===== src/sv/lpd_pkg.sv =====
`default_nettype none
// ----------------------------------------------------------------------------
// lpd_pkg: shared types for the length-prefixed packet deframer
// Word formats, configuration fields, register indexes and parser states.
// ----------------------------------------------------------------------------
package lpd_pkg;

  // Input word: a received byte or a release of the pending packet
  typedef struct packed {
    logic       func;
    logic [7:0] rx_byte;
    logic       resync;
  } lpd_in_t;

  // Result word, one for every input word
  typedef struct packed {
    logic        data_valid;
    logic [7:0]  data_byte;
    logic        data_buffer;
    logic [8:0]  data_index;
    logic        packet_done;
    logic [9:0]  packet_length;
    logic [7:0]  packet_type;
    logic        overrun;
    logic        length_error;
    logic        pending_valid;
    logic [15:0] channel_count;
  } lpd_out_t;

  typedef struct packed {
    logic [7:0] start_marker;
    logic [7:0] channel_type_code;
  } lpd_cfg_t;

  localparam int unsigned CFG_ADDR_W = 1;
  localparam int unsigned CFG_DATA_W = 8;

  localparam logic [CFG_ADDR_W-1:0] REG_START_MARKER = 1'b0;
  localparam logic [CFG_ADDR_W-1:0] REG_CHANNEL_TYPE = 1'b1;

  localparam logic [7:0] START_MARKER_RST = 8'h61;
  localparam logic [7:0] CHANNEL_TYPE_RST = 8'h01;

  localparam logic [9:0] LENGTH_SAT = 10'h3FF;

  typedef enum logic [2:0] {
    ST_HUNT    = 3'd0,
    ST_LEN_HI  = 3'd1,
    ST_LEN_LO  = 3'd2,
    ST_TYPE    = 3'd3,
    ST_PAYLOAD = 3'd4
  } lpd_state_t;

endpackage
`default_nettype wire


===== src/sv/lpd_in_reg.sv =====
`default_nettype none
// ----------------------------------------------------------------------------
// lpd_in_reg: input register stage
// Holds one accepted word and hands it on when the next stage has room.
// ----------------------------------------------------------------------------
module lpd_in_reg (
  input  logic           clk,
  input  logic           rst_n,
  input  logic           in_valid,
  output logic           in_ready,
  input  lpd_pkg::lpd_in_t in_data,
  input  logic           pass_ok,
  output logic           step,
  output lpd_pkg::lpd_in_t item
);
  import lpd_pkg::*;

  logic    vld_r;
  lpd_in_t data_r;

  assign in_ready = !vld_r || pass_ok;
  assign step     = vld_r && pass_ok;
  assign item     = data_r;

  always_ff @(posedge clk) begin
    if (!rst_n) begin
      vld_r <= 1'b0;
    end else if (in_ready) begin
      vld_r <= in_valid;
    end
  end

  always_ff @(posedge clk) begin
    if (in_valid && in_ready) begin
      data_r <= in_data;
    end
  end

endmodule
`default_nettype wire


===== src/sv/lpd_parser.sv =====
`default_nettype none
// ----------------------------------------------------------------------------
// lpd_parser: framing state machine and packet bookkeeping
// Works out the result word for the registered input word and updates the
// parse state, buffer, index, pending flag and channel counter on each step.
// ----------------------------------------------------------------------------
module lpd_parser #(
  parameter int unsigned PAYLOAD_DEPTH = 512
) (
  input  logic              clk,
  input  logic              rst_n,
  input  logic              step,
  input  lpd_pkg::lpd_in_t  item,
  input  lpd_pkg::lpd_cfg_t cfg,
  output lpd_pkg::lpd_out_t result
);
  import lpd_pkg::*;

  localparam int unsigned IDX_W   = $clog2(PAYLOAD_DEPTH + 1);
  localparam logic [16:0] DEPTH_C = 17'(PAYLOAD_DEPTH);

  lpd_state_t        state_r, state_nxt, cur_state;
  logic              wb_r, wb_nxt, cur_wb;
  logic [15:0]       length_r, length_nxt;
  logic [7:0]        type_r, type_nxt;
  logic [IDX_W-1:0]  idx_r, idx_nxt, cur_idx, idx_inc;
  logic              pend_r, pend_nxt;
  logic [15:0]       chan_r, chan_nxt;
  logic [15:0]       len_lo;
  logic              len_bad;
  logic              last;
  logic              dv, done, ovr, lerr;

  // Resync takes effect before the word itself is handled
  assign cur_state = item.resync ? ST_HUNT : state_r;
  assign cur_wb    = item.resync ? 1'b0 : wb_r;
  assign cur_idx   = item.resync ? '0 : idx_r;

  assign len_lo  = {length_r[15:8], item.rx_byte};
  assign len_bad = (len_lo == 16'h0000) || ({1'b0, len_lo} > DEPTH_C);
  assign idx_inc = cur_idx + 1'b1;
  assign last    = 16'(idx_inc) >= length_r;

  always_comb begin
    state_nxt = cur_state;
    if (!item.func) begin
      case (cur_state)
        ST_LEN_HI:  state_nxt = ST_LEN_LO;
        ST_LEN_LO:  state_nxt = len_bad ? ST_HUNT : ST_TYPE;
        ST_TYPE:    state_nxt = ST_PAYLOAD;
        ST_PAYLOAD: state_nxt = last ? ST_HUNT : ST_PAYLOAD;
        default:    state_nxt = (item.rx_byte == cfg.start_marker) ? ST_LEN_HI : ST_HUNT;
      endcase
    end
  end

  always_comb begin
    length_nxt = length_r;
    type_nxt   = type_r;
    idx_nxt    = cur_idx;
    wb_nxt     = cur_wb;
    pend_nxt   = item.func ? 1'b0 : pend_r;
    chan_nxt   = chan_r;
    dv         = 1'b0;
    done       = 1'b0;
    ovr        = 1'b0;
    lerr       = 1'b0;
    if (!item.func) begin
      case (cur_state)
        ST_LEN_HI: begin
          length_nxt = {item.rx_byte, 8'h00};
        end
        ST_LEN_LO: begin
          length_nxt = len_lo;
          lerr       = len_bad;
        end
        ST_TYPE: begin
          type_nxt = item.rx_byte;
          if (item.rx_byte == cfg.channel_type_code) begin
            chan_nxt = chan_r + 16'd1;
          end
        end
        ST_PAYLOAD: begin
          dv      = 1'b1;
          idx_nxt = last ? '0 : idx_inc;
          if (last) begin
            done     = 1'b1;
            ovr      = pend_r;
            pend_nxt = 1'b1;
            wb_nxt   = ~cur_wb;
          end
        end
        default: begin
        end
      endcase
    end
  end

  always_comb begin
    result.data_valid    = dv;
    result.data_byte     = dv ? item.rx_byte : 8'h00;
    result.data_buffer   = cur_wb;
    result.data_index    = dv ? 9'(cur_idx) : 9'd0;
    result.packet_done   = done;
    result.packet_length = (|length_nxt[15:10]) ? LENGTH_SAT : length_nxt[9:0];
    result.packet_type   = type_nxt;
    result.overrun       = ovr;
    result.length_error  = lerr;
    result.pending_valid = pend_nxt;
    result.channel_count = chan_nxt;
  end

  always_ff @(posedge clk) begin
    if (!rst_n) begin
      state_r  <= ST_HUNT;
      wb_r     <= 1'b0;
      length_r <= '0;
      type_r   <= '0;
      idx_r    <= '0;
      pend_r   <= 1'b0;
      chan_r   <= '0;
    end else if (step) begin
      state_r  <= state_nxt;
      wb_r     <= wb_nxt;
      length_r <= length_nxt;
      type_r   <= type_nxt;
      idx_r    <= idx_nxt;
      pend_r   <= pend_nxt;
      chan_r   <= chan_nxt;
    end
  end

endmodule
`default_nettype wire


===== src/sv/length_prefixed_packet_deframer.sv =====
`default_nettype none
// ----------------------------------------------------------------------------
// length_prefixed_packet_deframer: start marker / length / type deframer
// Splits a received byte stream into packets and tags each payload byte.
// ----------------------------------------------------------------------------
// Usage:
//   in_*  : one word per received byte (func = 0) or per release of the
//           pending packet (func = 1); resync forces a return to hunting.
//   out_* : exactly one result word per input word, in order.
//   cfg_* : write-only registers (start marker, channel type code), to be
//           written while the block is idle; the block does not enforce it.
//   A word accepted into the input register is parsed out of it; its result
//   is held in the output register when the parser steps, which waits while
//   the output word is stalled. One word is accepted every cycle while the
//   receiver keeps up; the rate is set by the single pass through the parser.
//   Reset clears both registers' valid flags, the parser to hunting, buffer 0,
//   index 0, no packet pending and a zero channel count, and the
//   configuration registers to their defaults.
//   When the receiver stalls, the output word is held, the input register
//   still takes one more word, and in_ready drops only once both are full.
// ----------------------------------------------------------------------------
module length_prefixed_packet_deframer #(
  parameter int unsigned PAYLOAD_DEPTH = 512
) (
  input  logic                                clk,
  input  logic                                rst_n,
  input  logic                                in_valid,
  output logic                                in_ready,
  input  lpd_pkg::lpd_in_t                    in_data,
  output logic                                out_valid,
  input  logic                                out_ready,
  output lpd_pkg::lpd_out_t                   out_data,
  input  logic                                cfg_we,
  input  logic [lpd_pkg::CFG_ADDR_W-1:0]      cfg_addr,
  input  logic [lpd_pkg::CFG_DATA_W-1:0]      cfg_wdata
);
  import lpd_pkg::*;

  lpd_cfg_t cfg_r;
  lpd_in_t  item;
  lpd_out_t result;
  lpd_out_t out_data_r;
  logic     out_valid_r;
  logic     pass_ok;
  logic     step;

  always_ff @(posedge clk) begin
    if (!rst_n) begin
      cfg_r.start_marker      <= START_MARKER_RST;
      cfg_r.channel_type_code <= CHANNEL_TYPE_RST;
    end else if (cfg_we) begin
      case (cfg_addr)
        REG_START_MARKER: cfg_r.start_marker      <= cfg_wdata;
        REG_CHANNEL_TYPE: cfg_r.channel_type_code <= cfg_wdata;
        default: begin
        end
      endcase
    end
  end

  assign pass_ok = !out_valid_r || out_ready;

  lpd_in_reg u_in_reg (
    .clk      (clk),
    .rst_n    (rst_n),
    .in_valid (in_valid),
    .in_ready (in_ready),
    .in_data  (in_data),
    .pass_ok  (pass_ok),
    .step     (step),
    .item     (item)
  );

  lpd_parser #(
    .PAYLOAD_DEPTH (PAYLOAD_DEPTH)
  ) u_parser (
    .clk    (clk),
    .rst_n  (rst_n),
    .step   (step),
    .item   (item),
    .cfg    (cfg_r),
    .result (result)
  );

  always_ff @(posedge clk) begin
    if (!rst_n) begin
      out_valid_r <= 1'b0;
    end else if (step) begin
      out_valid_r <= 1'b1;
    end else if (out_ready) begin
      out_valid_r <= 1'b0;
    end
  end

  always_ff @(posedge clk) begin
    if (step) begin
      out_data_r <= result;
    end
  end

  assign out_valid = out_valid_r;
  assign out_data  = out_data_r;

`ifndef NO_ASSERTIONS
  // A full output register that is not being taken must block the parser.
  a_no_step_when_full: assert property (@(posedge clk) disable iff (!rst_n)
    (out_valid_r && !out_ready) |-> !step)
    else $error("parser stepped while the output word was stalled");

  // A completed packet always leaves a pending packet behind it.
  a_done_sets_pending: assert property (@(posedge clk) disable iff (!rst_n)
    (out_valid && out_data.packet_done) |-> (out_data.data_valid && out_data.pending_valid))
    else $error("packet completion without a payload word or pending flag");

  // A dropped length never coincides with a payload word.
  a_lerr_no_data: assert property (@(posedge clk) disable iff (!rst_n)
    (out_valid && out_data.length_error) |-> (!out_data.data_valid && !out_data.packet_done))
    else $error("length error reported together with payload");

  // Overrun is only flagged on the word that completes a packet.
  a_overrun_on_done: assert property (@(posedge clk) disable iff (!rst_n)
    (out_valid && out_data.overrun) |-> out_data.packet_done)
    else $error("overrun flagged without packet completion");
`endif

endmodule
`default_nettype wire


===== config.mk =====
export PLATFORM = sky130hd
export DESIGN_NAME = length_prefixed_packet_deframer
export DESIGN_NICKNAME = d
export VERILOG_FILES = /design/src/sv/lpd_pkg.sv /design/src/sv/lpd_in_reg.sv /design/src/sv/lpd_parser.sv /design/src/sv/length_prefixed_packet_deframer.sv
export SDC_FILE = /design/constraint.sdc
export NUM_CORES = 1
export LEC_CHECK = 0
export BUFFER_PORTS_ARGS = -buffer_cell sky130_fd_sc_hd__buf_2
export CAP_MARGIN = 20
export CORE_ASPECT_RATIO = 1.1
export CORE_MARGIN = 3
export CORE_UTILIZATION = 39
export DETAILED_ROUTE_END_ITERATION = 6
export SLEW_MARGIN = 40
export SYNTH_ARGS = -nofsm -noshare
export SYNTH_HDL_FRONTEND = slang
export SYNTH_SLANG_ARGS = --single-unit

===== constraint.sdc =====
create_clock -name clk -period 3.2 [get_ports clk]
set_input_delay 0.32 -clock clk [delete_from_list [all_inputs] [get_ports clk]]
set_output_delay 0.32 -clock clk [all_outputs]
set_load 0.01 [all_outputs]

==> results.md, run 1 <==
* Status: finished clean
* Biggest area consumer among synthesized cells: edfxtp_1
* Max Cap Viol at 0
* Cells after DPL at 885
* Number of synthesized register bits at between 100 and 150
* Worst Skew at approximately 0.0056 ns
* Hold Path Class: in2reg
* Top-count cell post-synth: dfxtp_1
* Sequential fraction of the synthesis area at between 50% and 60%
* Core Rows at 48
* Post-detail-place hpwl at between 10000 and 15000 um
* Max_slew headroom at approximately 45%
* Final Hold Fails at 0
* Buffers added on ports at just over 80
* Clock Path Buffers at 2
* Routed vias/inst at between 5 and 6
* Drt total wl at 15880 um
* Fillers at approximately 1.5k
* Final Max Tran Viols at 0
* Total Nets Final at between 700 and 800
* Post-Layout Cell Count at 920
* Die W at roughly 130 um
* Tightest Pin Transition at between 0.8 and 0.9 ns
* Leakage at 0.003012 uW
* Reg2reg end: out_data[18]$_SDFFCE_PP0P_
* Setup crit end: out_data[18]$_SDFFCE_PP0P_
* Full die area at ~18000 um^2
* Mapped Nets at roughly 660
* Ports at 83
* Setup violators final at 0
* Initial antenna violation count at 0
* Top FF cell, synth: dfxtp_1
* R2R setup slack at 0.17 ns
* Clock sink total at 140
* Total grt overflow at 0
* Routed len/inst at ~17 um
* Number of synthesized flops with an enable pin at 67
* CTS tree: yes
* Clock slew at reported path FFs at 0.06 ns
* Crit path launch: u_in_reg.item[0]$_DFFE_PP_
* Gp weighted congestion at roughly 0.89
* First-pass GRT wire length at around 25000 um
* Final core utilization at between 40% and 50%
* H-tree levels at 4
* Vias in the first global route at 4960
* Worst setup EP type: register
* Crit Reg-Reg Startpoint: u_in_reg.item[0]$_DFFE_PP_
* Period Utilization, post-route at a little over nine tenths
* Starting Density at 40.22%
* Synth Area per Inst at 10.31 um^2
* # DRC at 0
* WP data required at ~3.5 ns
* Max frequency at 330.1 MHz
* Clock Latency Late Sink at 0.42 ns
* Synth top area cells: edfxtp_1, dfxtp_1, nand2_1, xor2_1, mux2i_1
* Nature of the critical path startpoint: register
* Iter 0 DRT Violations at 345
* WS Path Type: reg2reg
* Die Ht at about 140 um
* DR pass1 iterations at 6
* Peak supply drop at ~0.36 mV
* Area Overhead vs Synth at 21.60%
* Largest net degree at the start of global routing at 45
* Synthesized area at approximately 6400 um^2
* Clock period minus worst slack at just over 3 ns
* Worst-path fanout max at 7
* Gr usage total at roughly 18%
* # diodes at 0
* Asr flop ratio synth at 0%
* Reg2reg path depth at 12
* Yosys cell types at 52
* Top-area cell type share of the netlist area at about a third
* Vias at around 4.9k
* Synth top cells by count: dfxtp_1, nand2_1, edfxtp_1
* Yosys warning count at 0
* Root buf cell: clkbuf_16
* Share of cells above drive strength 1 at a little under a quarter
* CTS Buf Count at 17
* Hold_buf cts at 0
* Core area at ~16000 um^2
* Crit path arrival time at about 3.3 ns
* Pwr/cell area at between 500 and 600 nW/um^2
* Post-route ant nets at 0
* Syn Inst Count at 621
[layout make-up]
type,count,area (um^2),area share (%)
Clock buffer,21,514.2,6.607
Clock inverter,11,75.07,0.9645
Inverter,21,78.83,1.013
Multi-Input combinational cell,424,2824,36.28
Sequential cell,140,3473,44.62
Tap cell,200,250.2,3.215
Timing Repair Buffer,103,568.0,7.298
[what timing repair did]
| item | 4_1_cts | 5_1_grt |
|---|---|---|
| gates resized for setup | 0 | 21 |
| setup endpoints to repair | 0 | 16 |
| buffers inserted | 0 | 3 |
| endpoints found under the hold margin | 0 | 0 |
[layer usage]
layer  vias to the layer above  share of wire, %  global-route usage [%]
met5                         -                 0                       0
li1                       2403                 -                       -
met2                       164                49                   30.36
met3                        34               5.0                   3.699
met1                      2314                43                   22.14
met4                         0               3.0                   7.989
[worst max-delay path, stage by stage, from the launching register on]
cell and delay (ns):
edfxtp_1 0.49, nor2b_2 0.19, ha_2 0.25, nand3_4 0.10
nor3_4 0.21, and3_4 0.21, xnor2_2 0.12, nor2_1 0.08
ha_2 0.31, nand2_1 0.07, o31a_1 0.36, a211oi_2 0.31
and2_1 0.18
[where the power goes]
group / internal [uW] / total [uW] / switching (uW)
Combinational: 79.2 / 223 / 144
Clock: 1150 / 1900 / 752
Sequential: 1930 / 1970 / 44.9
[worst min path at each step]
stage	start	endpoint	slack (ns)	cells past startpoint
after detailed placement	u_parser.type_r[7]$_SDFFE_PN0P_	u_parser.type_r[7]$_SDFFE_PN0P_	0.45	2
after CTS	in_data[1]	u_in_reg.item[1]$_DFFE_PP_	0.06	1
after global placement	u_parser.type_r[2]$_SDFFE_PN0P_	u_parser.type_r[2]$_SDFFE_PN0P_	0.44	2
final	in_data[7]	u_in_reg.item[7]$_DFFE_PP_	0.07	1
after global routing	in_data[1]	u_in_reg.item[1]$_DFFE_PP_	0.06	1
after floorplan	in_data[0]	u_in_reg.item[0]$_DFFE_PP_	0.42	0
[registers in the layout, summed over array words and instances, names as in the netlist]
register and cells:
u_parser.length_r 16, out_valid 1, cfg_r 16, u_parser.type_r 8
u_in_reg.item 10, u_parser.wb_r 1, u_in_reg.vld_r 1, u_parser.idx_r 10
u_parser.chan_r 16, out_data 57, u_parser.pend_r 1, u_parser.state_r 3
[cell usage in the layout, fill, tap and decap left out, drive strengths merged, types with 20 or more instances in the layout]
cell type / Yosys / layout
nor2: 51 / 51
edfxtp: 67 / 67
xor2: 27 / 27
nand2b: 21 / 21
buf: 6 / 103
mux2i: 21 / 21
nand2: 71 / 71
inv: 19 / 23
clkbuf: 30 / 21
a21oi: 31 / 31
nor3: 20 / 20
dfxtp: 73 / 73
nand3: 25 / 25
[kinds of logic after synthesis]
kind of cell	share of synthesized area (%)
muxes	4.867
xor gates and xnor gates	5.747
AOI/OAI and AO/OA	10.01
and+or+nand+nor	19.33
DFF	54.26
buffers and inverters	3.440
adders and majority gates	2.346
[per-stage QoR]
stage	area, um^2	setup TNS, ns	setup WS (ns)	power [uW]	hold slack, ns
2_1_floorplan	6407	0	0.004037	2129	0.4189
3_3_place_gp	7062	0	0.2035	2223	0.4381
3_5_place_dp	7062	0	0.09254	2227	0.4466
4_1_cts	7651	0	0.03880	4140	0.05710
5_1_grt	7784	-0.03467	-0.03310	4256	0.06031
6_report	7784	0	0.1708	4100	0.07405
(Power assumes the default switching activity.)
==> run 2, diff against run 1 <==
--- a/config.mk
+++ b/config.mk
@@ -6,11 +6,11 @@
 export NUM_CORES = 1
 export LEC_CHECK = 0
 export BUFFER_PORTS_ARGS = -buffer_cell sky130_fd_sc_hd__buf_2
-export CAP_MARGIN = 20
 export CORE_ASPECT_RATIO = 1.1
 export CORE_MARGIN = 3
 export CORE_UTILIZATION = 39
 export DETAILED_ROUTE_END_ITERATION = 6
+export REMOVE_ABC_BUFFERS = 1
 export SLEW_MARGIN = 40
 export SYNTH_ARGS = -nofsm -noshare
 export SYNTH_HDL_FRONTEND = slang
==> results.md, run 2 (synthesis gave the netlist of run 1 again) <==
* Status: finished clean
* Hold Path Class: in2reg
* Clock Latency Late Sink at 0.42 ns (about the same)
* Crit Reg-Reg Startpoint: u_in_reg.item[0]$_DFFE_PP_
* Setup violators final at 0 (unchanged)
* Area Overhead vs Synth at 21.36%
* Share of cells above drive strength 1 at 22.54% (-1.2 points)
* Largest register FFs at 57 (unchanged)
* Core area at 15920 um^2 (unchanged)
* Clock slew at reported path FFs at 0.06 ns (about the same)
* Buffers added on ports at 82 (unchanged)
* Total Nets Final at 746 (+0.40%)
* Max frequency at 325.9 MHz (-1.3%)
* Largest net degree at the start of global routing at 45 (unchanged)
* Hold Slack at 0.07499 ns (+0.0009367 ns)
* Switch share at 21.67% (-1.3 points)
* Nature of the critical path startpoint: register
* Sw power at 929.5 uW (-1.2%)
* Crit path arrival time at 3.41 ns (+0.10 ns)
* Die W at 128.2 um (unchanged)
* Gr usage total at 17.98% (-0.027 points)
* Full die area at 17990 um^2 (unchanged)
* Initial antenna violation count at 0 (unchanged)
* DP Area at 7063 um^2 (about the same)
* Clock Path Buffers at 2 (unchanged)
* Die Ht at 140.4 um (unchanged)
* H-tree levels at 4 (unchanged)
* Root buf cell: clkbuf_16
* Commonest cells after routing, fill and taps aside: buf_2, dfxtp_1, nand2_1
* First-pass GRT wire length at 25320 um (+0.14%)
* R2R setup slack at 0.13 ns (-0.04 ns)
* Hold Crit Start: in_data[4]
* Final core utilization at 48.81% (-0.094 points)
* CTS Buf Count at 17 (unchanged)
* Max Cap Viol at 0 (unchanged)
* Gp weighted congestion at 0.8381 (-6.3%)
* Ports at 83 (unchanged)
* CTS tree: yes
* Peak supply drop at 0.3370 mV (-6.2%)
* WS Path Type: reg2reg
* Clock period minus worst slack at 3.069 ns (+0.03942 ns)
* Clk network pwr share at 48.8% (+2.4 points)
* Vias in the first global route at 4830 (-2.6%)
* Hold_buf cts at 0 (unchanged)
* Max_slew headroom at 41.89% (-2.7 points)
* Worst Skew at 0.01387 ns (+0.008231 ns)
* Starting Density at 40.22% (unchanged)
* Post-detail-place hpwl at 10820 um (-2.0%)
* DR pass1 iterations at 7 (+1)
* Worst-path fanout max at 5 (-2)
* Total grt overflow at 0 (unchanged)
* Core Rows at 48 (unchanged)
* Iter 0 DRT Violations at 419 (+21%)
* Drt total wl at 15820 um (-0.35%)
* Routed vias/inst at 5.350 (+0.14%)
* Commonest non-fill, non-tap cell in the layout: buf_2
* Crit path launch: u_in_reg.item[0]$_DFFE_PP_
* Leakage at 0.003015 uW (about the same)
* Combinational Power Share at 5.2% (-0.2 points)
* Post-route ant nets at 0 (unchanged)
* Tightest Pin Transition at 0.8474 ns (+0.02189 ns)
* Final Max Tran Viols at 0 (unchanged)
* Internal at 3359 uW (+6.4%)
* Final Hold Fails at 0 (unchanged)
* WP data required at 3.54 ns (+0.06 ns)
* Clock sink total at 140 (unchanged)
* Pwr/cell area at 552.1 nW/um^2 (+4.8%)
* Worst setup EP type: register
* Vias at 4938 (+0.47%)
* Reg power frac at 45.9% (-2.2 points)
* # DRC at 0 (unchanged)
* Period Utilization, post-route at 95.89% (+1.2 points)
* Fillers at 1454 (-0.069%)
* Routed len/inst at 17.14 um (-0.68%)
* Final Cell Area at 7769 um^2 (-0.19%)
* # diodes at 0 (unchanged)
==> run 2: repair_timing <==
item / 4_1_cts / 5_1_grt
setup endpoints to repair: 3 / 16
resized for setup: 0 / 11
gates cloned: 0 / 0
setup buffers: 1 / 4
pin swaps: 0 / 1
==> run 2: final timing paths <==
path,to,cells after the start
worst min register to register,u_parser.type_r[6]$_SDFFE_PN0P_,2
worst max register to register,u_parser.pend_r$_SDFFE_PN0P_,12
worst max-delay path,u_parser.pend_r$_SDFFE_PN0P_,12
worst min-delay path,u_in_reg.item[4]$_DFFE_PP_,1
==> run 2: cell type report <==
class | instances | area [um^2] | area share [%]
sequential | 140 | 3473 | 44.71
multi-input combinational | 424 | 2749 | 35.38
timing repair buffer | 106 | 590.6 | 7.602
clock buffer | 23 | 467.9 | 6.024
tap | 200 | 250.2 | 3.221
clock inverter | 9 | 158.9 | 2.045
inverter | 21 | 78.83 | 1.015
==> run 2: worst max-delay path, cell delays in order (launching register included) <==
cell	delay, ns
edfxtp_1	0.51
nor2b_2	0.21
ha_1	0.21
nand3_1	0.16
nor3_2	0.23
and3_1	0.19
xnor2_1	0.14
nor2_1	0.07
ha_1	0.27
nand2_1	0.07
o31a_1	0.37
a2111o_1	0.43
a21oi_1	0.14
==> run 2: power by group through the flow <==
stage	Combinational (uW)	Sequential, uW	Clock [uW]
3_5_place_dp	219	2010	0
6_report	225	1970	2090
2_1_floorplan	99.5	2010	0
4_1_cts	222	1970	2140
5_1_grt	250	1980	2210
3_3_place_gp	217	2010	0
==> run 2: through the flow <==
stage | instances | setup WS [ns] | setup TNS (ns) | total power, uW
2_1_floorplan | 585 | -0.7532 | -13.05 | 2112
4_1_cts | 919 | 0.0007063 | 0 | 4330
3_5_place_dp | 886 | -0.01731 | -0.01731 | 2228
5_1_grt | 923 | -0.04249 | -0.1924 | 4431
3_3_place_gp | 886 | 0.06351 | 0 | 2223
6_report | 923 | 0.1314 | 0 | 4289
==> run 2: per-layer routing <==
metal	GRT usage, %	share of wire, %	wire length, um
met1	23.75	44	7024
met4	6.592	1.6	253
met3	4.462	6.4	1009
met5	0	0	0
met2	28.57	48	7534
